--- src/rtl/mrr_pkg.sv ---
// Shared types, codes and the CRC-16/MODBUS byte step of the register reader.
package mrr_pkg;

  typedef enum logic [1:0] {
    CMD_START = 2'd0,
    CMD_RX    = 2'd1,
    CMD_TICK  = 2'd2
  } cmd_e;

  typedef enum logic [2:0] {
    ST_OK        = 3'd0,
    ST_TIMEOUT   = 3'd1,
    ST_CRC_ERR   = 3'd2,
    ST_EXCEPTION = 3'd3,
    ST_BAD_COUNT = 3'd4
  } status_e;

  typedef enum logic [2:0] {
    CFG_SERVER_ADDR  = 3'd0,
    CFG_REG_ADDRESS  = 3'd1,
    CFG_SIGNED_MODE  = 3'd2,
    CFG_VALUE_OFFSET = 3'd3,
    CFG_SCALE_FACTOR = 3'd4,
    CFG_TIMEOUT      = 3'd5
  } cfg_index_e;

  localparam logic        KIND_TX       = 1'b0;
  localparam logic        KIND_DONE     = 1'b1;
  localparam logic [7:0]  FUNC_READ_HOLD = 8'h03;
  localparam logic [7:0]  EXCEPTION_BIT = 8'h80;
  localparam logic [7:0]  DATA_COUNT    = 8'h02;
  localparam logic [15:0] REG_COUNT     = 16'h0001;
  localparam logic [15:0] CRC_INIT      = 16'hFFFF;
  localparam logic [15:0] CRC_POLY      = 16'hA001;

  // One byte through the reflected CRC-16/MODBUS polynomial.
  function automatic logic [15:0] crc_byte(input logic [15:0] crc_in, input logic [7:0] data);
    logic [15:0] crc;
    crc = crc_in ^ {8'h00, data};
    for (int i = 0; i < 8; i++) begin
      if (crc[0]) begin
        crc = (crc >> 1) ^ CRC_POLY;
      end else begin
        crc = crc >> 1;
      end
    end
    return crc;
  endfunction

endpackage

--- src/rtl/modbus_rtu_single_register_reader.sv ---
// Top level of the Modbus RTU master that reads one holding register.
//
//   channel | direction | handshake               | word
//   --------+-----------+-------------------------+---------------------------------------
//   in      | input     | in_valid_i / in_stall_o | cmd_i, rx_byte_i
//   out     | output    | out_valid_o/out_stall_i | kind_o, tx_byte_o, last_o, status_o,
//           |           |                         | exception_code_o, raw_value_o,
//           |           |                         | scaled_value_o
//   cfg     | input     | cfg_valid_i/cfg_ready_o | cfg_index_i, cfg_data_i
//
// An input word is held in an input register and processed from there straight into the
// output register, so one word per cycle is sustained when each word yields at most one
// result and the output is not stalled. A start yields eight transmit words, one per cycle
// from the frame generator unless the output stalls, and holds the processing stage until
// all are out. Reset leaves the reader idle with the configuration at its defaults. A stall
// on the output holds the output register and backs up into in_stall_o in the same cycle.
module modbus_rtu_single_register_reader
  import mrr_pkg::*;
(
  input  logic        clk_i,
  input  logic        rst_ni,

  input  logic        in_valid_i,
  output logic        in_stall_o,
  input  logic [1:0]  cmd_i,
  input  logic [7:0]  rx_byte_i,

  output logic        out_valid_o,
  input  logic        out_stall_i,
  output logic        kind_o,
  output logic [7:0]  tx_byte_o,
  output logic        last_o,
  output logic [2:0]  status_o,
  output logic [7:0]  exception_code_o,
  output logic [15:0] raw_value_o,
  output logic signed [40:0] scaled_value_o,

  input  logic        cfg_valid_i,
  output logic        cfg_ready_o,
  input  logic [2:0]  cfg_index_i,
  input  logic [23:0] cfg_data_i
);

  // Configuration registers. Writes are always taken.
  logic [7:0]         server_addr_q;
  logic [15:0]        register_address_q;
  logic               signed_mode_q;
  logic signed [15:0] value_offset_q;
  logic signed [23:0] scale_factor_q;
  logic [15:0]        timeout_ticks_q;

  assign cfg_ready_o = 1'b1;

  always_ff @(posedge clk_i or negedge rst_ni) begin
    if (!rst_ni) begin
      server_addr_q      <= 8'd1;
      register_address_q <= 16'd0;
      signed_mode_q      <= 1'b0;
      value_offset_q     <= 16'sd0;
      scale_factor_q     <= 24'sd65536;
      timeout_ticks_q    <= 16'd100;
    end else if (cfg_valid_i) begin
      case (cfg_index_i)
        CFG_SERVER_ADDR:  server_addr_q      <= cfg_data_i[7:0];
        CFG_REG_ADDRESS:  register_address_q <= cfg_data_i[15:0];
        CFG_SIGNED_MODE:  signed_mode_q      <= cfg_data_i[0];
        CFG_VALUE_OFFSET: value_offset_q     <= signed'(cfg_data_i[15:0]);
        CFG_SCALE_FACTOR: scale_factor_q     <= signed'(cfg_data_i);
        CFG_TIMEOUT:      timeout_ticks_q    <= cfg_data_i[15:0];
        default: ;
      endcase
    end
  end

  // Input register.
  logic       s1_valid_q;
  logic [1:0] s1_cmd_q;
  logic [7:0] s1_byte_q;

  // Read state.
  logic        busy_q, busy_d;
  logic [2:0]  bytes_received_q, bytes_received_d;
  logic [15:0] running_crc_q, running_crc_d;
  logic [15:0] elapsed_ticks_q, elapsed_ticks_d;
  logic [7:0]  resp_func_q, resp_func_d;
  logic [7:0]  resp_count_q, resp_count_d;
  logic [7:0]  resp_hi_q, resp_hi_d;
  logic [7:0]  resp_lo_q, resp_lo_d;

  // Request frame sequencing: after the first byte, the remaining seven follow.
  logic       tx_active_q, tx_active_d;
  logic [2:0] tx_idx_q, tx_idx_d;

  // Output register.
  logic        out_valid_q, out_valid_d;
  logic        kind_q, kind_d;
  logic [7:0]  tx_byte_q, tx_byte_d;
  logic        last_q, last_d;
  logic [2:0]  status_q, status_d;
  logic [7:0]  exc_q, exc_d;
  logic [15:0] raw_q, raw_d;
  logic signed [40:0] scaled_q, scaled_d;

  logic [2:0]  frame_idx;
  logic [7:0]  frame_byte;
  logic        frame_last;

  mrr_frame_gen u_frame_gen (
    .server_addr_i      (server_addr_q),
    .register_address_i (register_address_q),
    .idx_i              (frame_idx),
    .byte_o             (frame_byte),
    .last_o             (frame_last)
  );

  assign frame_idx = tx_active_q ? tx_idx_q : 3'd0;

  logic        out_free;
  logic        produce;
  logic        adv;
  logic        s1_free;
  logic [15:0] ticks_inc;
  logic [15:0] crc_final;
  logic [15:0] raw_word;
  logic signed [17:0] base;
  logic signed [17:0] sum;
  logic signed [41:0] product;

  assign out_free = !out_valid_q || !out_stall_i;
  assign ticks_inc = elapsed_ticks_q + 16'd1;
  assign crc_final = running_crc_q ^ {s1_byte_q, 8'h00};
  assign raw_word  = {resp_hi_q, resp_lo_q};
  assign base      = signed_mode_q ? signed'({{2{raw_word[15]}}, raw_word})
                                   : signed'({2'b00, raw_word});
  assign sum       = base + 18'(value_offset_q);
  assign product   = sum * scale_factor_q;

  // Decide whether the held word yields a result, and the next read state.
  always_comb begin
    produce          = 1'b0;
    busy_d           = busy_q;
    bytes_received_d = bytes_received_q;
    running_crc_d    = running_crc_q;
    elapsed_ticks_d  = elapsed_ticks_q;
    resp_func_d      = resp_func_q;
    resp_count_d     = resp_count_q;
    resp_hi_d        = resp_hi_q;
    resp_lo_d        = resp_lo_q;
    kind_d           = KIND_DONE;
    tx_byte_d        = 8'h00;
    last_d           = 1'b0;
    status_d         = ST_OK;
    exc_d            = 8'h00;
    raw_d            = 16'h0000;
    scaled_d         = '0;

    case (s1_cmd_q)
      CMD_START: begin
        // Restart from scratch and send the first request byte.
        produce          = 1'b1;
        busy_d           = 1'b1;
        bytes_received_d = 3'd0;
        running_crc_d    = CRC_INIT;
        elapsed_ticks_d  = 16'd0;
        kind_d           = KIND_TX;
        tx_byte_d        = frame_byte;
        last_d           = frame_last;
      end
      CMD_TICK: begin
        if (busy_q) begin
          elapsed_ticks_d = ticks_inc;
          if (ticks_inc >= timeout_ticks_q) begin
            busy_d   = 1'b0;
            produce  = 1'b1;
            status_d = ST_TIMEOUT;
          end
        end
      end
      CMD_RX: begin
        if (busy_q) begin
          bytes_received_d = bytes_received_q + 3'd1;
          case (bytes_received_q)
            3'd0, 3'd1, 3'd2, 3'd3, 3'd4: begin
              running_crc_d = crc_byte(running_crc_q, s1_byte_q);
              case (bytes_received_q)
                3'd1:    resp_func_d  = s1_byte_q;
                3'd2:    resp_count_d = s1_byte_q;
                3'd3:    resp_hi_d    = s1_byte_q;
                3'd4:    resp_lo_d    = s1_byte_q;
                default: ;
              endcase
            end
            3'd5: begin
              running_crc_d = running_crc_q ^ {8'h00, s1_byte_q};
            end
            default: begin
              // Seventh byte: check CRC, then exception bit, then byte count.
              running_crc_d    = crc_final;
              bytes_received_d = 3'd7;
              busy_d           = 1'b0;
              produce          = 1'b1;
              if (crc_final != 16'h0000) begin
                status_d = ST_CRC_ERR;
              end else if ((resp_func_q & EXCEPTION_BIT) != 8'h00) begin
                status_d = ST_EXCEPTION;
                exc_d    = resp_count_q;
              end else if (resp_count_q != DATA_COUNT) begin
                status_d = ST_BAD_COUNT;
              end else begin
                status_d = ST_OK;
                raw_d    = raw_word;
                scaled_d = product[40:0];
              end
            end
          endcase
        end
      end
      default: ;
    endcase
  end

  assign adv        = s1_valid_q && !tx_active_q && (!produce || out_free);
  assign s1_free    = !s1_valid_q || adv;
  assign in_stall_o = !s1_free;

  // Output register and frame sequencer control.
  always_comb begin
    out_valid_d = out_valid_q && out_stall_i;
    tx_active_d = tx_active_q;
    tx_idx_d    = tx_idx_q;
    if (tx_active_q) begin
      if (out_free) begin
        out_valid_d = 1'b1;
        tx_idx_d    = tx_idx_q + 3'd1;
        if (frame_last) begin
          tx_active_d = 1'b0;
        end
      end
    end else if (adv && produce) begin
      out_valid_d = 1'b1;
      if (s1_cmd_q == CMD_START) begin
        tx_active_d = 1'b1;
        tx_idx_d    = 3'd1;
      end
    end
  end

  always_ff @(posedge clk_i or negedge rst_ni) begin
    if (!rst_ni) begin
      s1_valid_q       <= 1'b0;
      busy_q           <= 1'b0;
      bytes_received_q <= 3'd0;
      running_crc_q    <= CRC_INIT;
      elapsed_ticks_q  <= 16'd0;
      tx_active_q      <= 1'b0;
      tx_idx_q         <= 3'd0;
      out_valid_q      <= 1'b0;
    end else begin
      if (s1_free) begin
        s1_valid_q <= in_valid_i;
      end
      if (adv) begin
        busy_q           <= busy_d;
        bytes_received_q <= bytes_received_d;
        running_crc_q    <= running_crc_d;
        elapsed_ticks_q  <= elapsed_ticks_d;
      end
      tx_active_q <= tx_active_d;
      tx_idx_q    <= tx_idx_d;
      out_valid_q <= out_valid_d;
    end
  end

  // Payload registers carry no reset.
  always_ff @(posedge clk_i) begin
    if (s1_free && in_valid_i) begin
      s1_cmd_q  <= cmd_i;
      s1_byte_q <= rx_byte_i;
    end
    if (adv) begin
      resp_func_q  <= resp_func_d;
      resp_count_q <= resp_count_d;
      resp_hi_q    <= resp_hi_d;
      resp_lo_q    <= resp_lo_d;
    end
    if (tx_active_q && out_free) begin
      kind_q    <= KIND_TX;
      tx_byte_q <= frame_byte;
      last_q    <= frame_last;
      status_q  <= ST_OK;
      exc_q     <= 8'h00;
      raw_q     <= 16'h0000;
      scaled_q  <= '0;
    end else if (!tx_active_q && adv && produce) begin
      kind_q    <= kind_d;
      tx_byte_q <= tx_byte_d;
      last_q    <= last_d;
      status_q  <= status_d;
      exc_q     <= exc_d;
      raw_q     <= raw_d;
      scaled_q  <= scaled_d;
    end
  end

  assign out_valid_o      = out_valid_q;
  assign kind_o           = kind_q;
  assign tx_byte_o        = tx_byte_q;
  assign last_o           = last_q;
  assign status_o         = status_q;
  assign exception_code_o = exc_q;
  assign raw_value_o      = raw_q;
  assign scaled_value_o   = scaled_q;

endmodule

--- src/rtl/mrr_frame_gen.sv ---
// Request frame generator: gives the read request byte at a given position.
module mrr_frame_gen
  import mrr_pkg::*;
(
  input  logic [7:0]  server_addr_i,
  input  logic [15:0] register_address_i,
  input  logic [2:0]  idx_i,
  output logic [7:0]  byte_o,
  output logic        last_o
);

  logic [7:0]  frame [6];
  logic [15:0] crc;

  always_comb begin
    frame[0] = server_addr_i;
    frame[1] = FUNC_READ_HOLD;
    frame[2] = register_address_i[15:8];
    frame[3] = register_address_i[7:0];
    frame[4] = REG_COUNT[15:8];
    frame[5] = REG_COUNT[7:0];
    crc = CRC_INIT;
    for (int i = 0; i < 6; i++) begin
      crc = crc_byte(crc, frame[i]);
    end
  end

  always_comb begin
    case (idx_i)
      3'd6:    byte_o = crc[7:0];
      3'd7:    byte_o = crc[15:8];
      default: byte_o = frame[idx_i[2:0] < 3'd6 ? idx_i : 3'd0];
    endcase
  end

  assign last_o = (idx_i == 3'd7);

endmodule
--- config.mk ---
export PLATFORM = sky130hd
export DESIGN_NAME = modbus_rtu_single_register_reader
export DESIGN_NICKNAME = d
export VERILOG_FILES = /design/src/rtl/mrr_pkg.sv /design/src/rtl/modbus_rtu_single_register_reader.sv /design/src/rtl/mrr_frame_gen.sv
export SDC_FILE = /design/constraint.sdc
export NUM_CORES = 2
export LEC_CHECK = 0
export BUFFER_PORTS_ARGS = -buffer_cell sky130_fd_sc_hd__buf_2
export CORE_MARGIN = 2
export CORE_UTILIZATION = 45
export DETAILED_ROUTE_END_ITERATION = 12
export GPL_TIMING_DRIVEN = 0
export REMOVE_ABC_BUFFERS = 1
export SLEW_MARGIN = 20
export SYNTH_ARGS = -nofsm -noshare
export SYNTH_HDL_FRONTEND = slang
export SYNTH_SLANG_ARGS = --single-unit
--- constraint.sdc ---
create_clock -name clk_i -period 12.5 [get_ports clk_i]
set_input_delay 0.625 -clock clk_i [delete_from_list [all_inputs] [get_ports clk_i]]
set_output_delay 0.625 -clock clk_i [all_outputs]
set_load 0.1 [all_outputs]
==> metrics.md <==
| Metric | Value |
|---|---|
| Endpoint class of the critical path | register |
| Critical-path top delay cell | nor3_4 |
| Crit start category | register |
| Total Die Area | 0.06046 mm² |
| Fraction of layout instances using a drive strength above 1 | 0.1253 |
| Buffer depth of the longest clock path | 3 |
| Async S/R FF share, synth | 0.5212 |
| Worst hold path startpoint | rx_byte_i[5] |
| R2r endpoint | scaled_value_o[36] |
| Combinational family with the most area after synthesis | adder cells |
| Number of buffers added by the clock tree synthesis step | 30 |
| Setup Fix Bufs, Post-CTS | 0 |
| Fin crit share | 0.7497 |
| Final #Nets | 3355 |
| Number of instances on the worst hold path | 1 |
| Antenna-violating nets left | 0 |
| Post-placement setup slack | 3.079 ns |
| Skew-Pair Late Insertion Delay | between 0.6 and 0.7 ns |
| Final worst-path setup slack | 3.129 ns |
| Overall routing resource usage | 0.2215 |
| Capture endpoint of the worst hold path | s1_byte_q[5] |
| Placeable core area | 0.05781 mm² |
| # IOs | 123 |
| Fmax | 0.1067 GHz |
| Mapped cell area | 0.02633 mm² |
| Clock tree from TritonCTS | yes |
| Slew @ Worst Pin | between 1 and 1.5 ns |
| Longest individual stage delay on the worst path | between 0.8 and 0.9 ns |
| Filler Cells Inserted | 5416 |
| Max-cap check violation count | 0 |
| RePlAce Congestion | 0.8631 |
| Launch point of the critical path | resp_lo_q[0] |
| First-pass GRT wire length | 106.3 mm |
| Area growth from synthesis to layout | 9.975% |
| Accumulated negative setup slack | 0 ns |
| Total DRC errors in the routed layout | 0 |
| Max-slew violation count | 0 |
| Pin count of the biggest net entering global routing | 64 |
| Starting density of the core | 0.4555 |
| Number of global-route vias before repair | 19710 |
| Final hold violation count | 0 |
| Routed via count | 18520 |
| Path depth of the worst reg2reg path | 28 |
| Post-synthesis sequential area ratio | 0.2206 |
| Die Wd | approximately 250 µm |
| Detailed-route wire length per cell | 18.39 µm |
| Compound-Gate Fraction of Synth Area | 0.08664 |
| Result of the run | finished, final reports clean |
| Final count of negative-setup-slack endpoints | 0 |
| Count of input and output buffers | around 120 |
| Initial antenna violation count | 2 |
| First-iteration detailed-routing DRC count | 929 |
| Syn Inst Count | between 2000 and 3000 |
| Register bit count reported by yosys | 236 |
| Worst endpoint required time | 13.01 ns |
| Most frequently used flop master after synthesis | dfrtp_1 |
| Share of synthesized cell area in full adder, half adder and majority cells | 0.3887 |
| Critical path fanouts, max | 25 |
| Mean number of vias per cell | 5.235 |
| Unrepaired setup endpoints after global routing | false |
| Most common cell on crit path | fa_1 |
| Normalized max-slew margin | 0.3112 |
| Maximum level of the CTS H-tree | 1 |
| Path class of the lowest-slack min-delay path | in2reg |
| Post-synthesis mux area share | 0.03574 |
| Area share of xor/xnor cells in the synthesized design | 0.05057 |
| Standard-cell row count | 88 |
| Reg-to-reg critical path startpoint | resp_lo_q[0] |
| Number of distinct library cells after synthesis | 77 |
| Area fraction in and, or, nand and nor cells after synthesis | 0.1300 |
| Clock tree skew after final layout | 0.05264 ns |
| Crit Path Class | reg2reg |
| Tmin final | between 9 and 10 ns |
| Count of flip-flops with a built-in enable after synthesis | 44 |
| Clock Tree Root | clkbuf_16 |
| CTS Sinks | 236 |
| Total half-perimeter wirelength after legalization and detailed placement | 51.62 mm |
| CTS clk-pin slew, worst paths | 0.06 ns |
| Register-to-register setup slack | 3.13 ns |
| GR Overflow Total | 0 |
| Critical path data arrival time | 9.89 ns |
| Pre-antenna DRT Iters | 5 |
| Synthesis warning total | 0 |
| Chip Height | roughly 250 µm |
| Routed wire length | between 60 and 70 mm |
| Post-Syn Area per Cell | 9.791 µm² |
## layer usage
metal / routed length, µm / GRT usage / vias to the layer above
met4: 1277 / 0.04296 / 0
met5: 0 / 0 / -
li1: - / - / 8519
met3: 3649 / 0.03034 / 79
met2: 31800 / 0.3833 / 476
met1: 28310 / 0.2975 / 9442
## layout make-up
type | instances | area [µm²] | share of cell area
antenna | 2 | 5.005 | 0.0001729
clock buffer | 35 | 822.0 | 0.02839
clock inverter | 20 | 198.9 | 0.006871
inverter | 486 | 1824 | 0.06301
multi-input combinational | 1842 | 18380 | 0.6348
sequential | 236 | 5807 | 0.2006
tap | 765 | 957.2 | 0.03306
timing repair buffer | 151 | 959.7 | 0.03314
## synth_stat cells (17+ instances only)
cell type / n / area [µm²]
a21o_1: 30 / 225.2
a21oi_1: 59 / 295.3
a22o_1: 73 / 639.4
and2_1: 130 / 813.3
clkbuf_1: 103 / 386.6
dfrtp_1: 102 / 2552
dfstp_2: 21 / 551.8
dfxtp_1: 69 / 1381
edfxtp_1: 44 / 1321
fa_1: 420 / 8408
ha_1: 146 / 1827
inv_1: 484 / 1817
mux2_2: 80 / 900.9
nand2_1: 338 / 1269
nand2b_1: 41 / 256.5
nor2_1: 79 / 296.5
nor2b_1: 29 / 181.4
nor3_1: 17 / 85.08
o21ai_0: 77 / 385.4
xnor2_1: 100 / 875.8
xor2_1: 52 / 455.4
## registers in the layout, summed over array words and instances, names as in the netlist, 8 cells and up
register,cells
scale_factor_q,24
server_addr_q,8
running_crc_q,16
resp_count_q,8
resp_hi_q,8
s1_byte_q,8
resp_lo_q,8
timeout_ticks_q,16
raw_value_o,16
register_address_q,16
value_offset_q,16
exception_code_o,8
scaled_value_o,41
tx_byte_o,8
elapsed_ticks_q,16
## placed cells by master, fill, tap and decap left out, types with 6 or more instances in the layout
cell type,instances
xor2_1,50
nor4_1,6
fa_1,420
buf_6,13
a211oi_1,6
nor2_1,78
or2_2,9
a21o_1,30
buf_2,125
clkbuf_16,32
and3_1,15
o21ai_1,6
a31oi_1,8
buf_4,6
ha_1,146
o22ai_1,6
a221oi_1,6
dfrtp_1,102
mux2_2,80
edfxtp_1,44
inv_1,484
nand3_1,16
o311ai_0,6
xnor2_1,89
o21a_1,13
o21ai_0,77
nand2_1,338
xnor2_2,11
and2_1,130
a22o_1,73
dfstp_2,21
nor3_1,16
nor2b_1,29
dfxtp_1,69
a21oi_1,58
nand2b_1,41
## cells by family (layout without fill, tap and decap cells)
kind of cell / Yosys count / count (layout)
AO/OA/AOI/OAI: 328 / 328
XOR/XNOR: 152 / 152
adder cells (fa/ha/maj): 566 / 566
buffers and inverters: 611 / 692
flip-flops: 236 / 236
multiplexers: 84 / 84
other: 1 / 3
AND/OR/NAND/NOR: 711 / 711
## stage by stage
step / cell area [µm²] / std cells / hold WS [ns] / utilization
finish: 28950 / 3537 / 0.1806 / 0.5009
global route: 28950 / 3536 / 0.1525 / 0.5008
CTS: 28930 / 3534 / 0.1374 / 0.5005
detailed placement: 27900 / 3478 / 0.4468 / 0.4827
global placement: 27410 / 3450 / 0.4484 / 0.4741
floorplan: 25840 / 2564 / 0.3294 / -
## how the worst max path moves through the flow
stage,slack [ns],end,cells after the start
after global placement,0.64,scaled_value_o[0],16
after detailed placement,3.08,scaled_value_o[33],30
final,3.13,scaled_value_o[36],28
after floorplan,4.44,scaled_value_o[25],31
after CTS,3.07,scaled_value_o[33],30
after global routing,2.67,scaled_value_o[36],28
## worst max-delay path, delay by kind of cell, from the launching register on
family	cells	cell delay, ns
adder cells (fa/ha/maj)	9	3.66
AO/OA/AOI/OAI	8	3.04
AND/OR/NAND/NOR	6	1.85
flip-flops	1	0.42
buffers and inverters	4	0.23
XOR/XNOR	1	0.10
## repair_timing
item                       4_1_cts  5_1_grt
gates resized for setup          0        0
setup endpoints to repair        0        0
hold buffers                     1        0
hold endpoints to repair        39        0
Power is not shown: default switching activity piles up to over one toggle a cycle in this logic, so the estimate is an artifact.
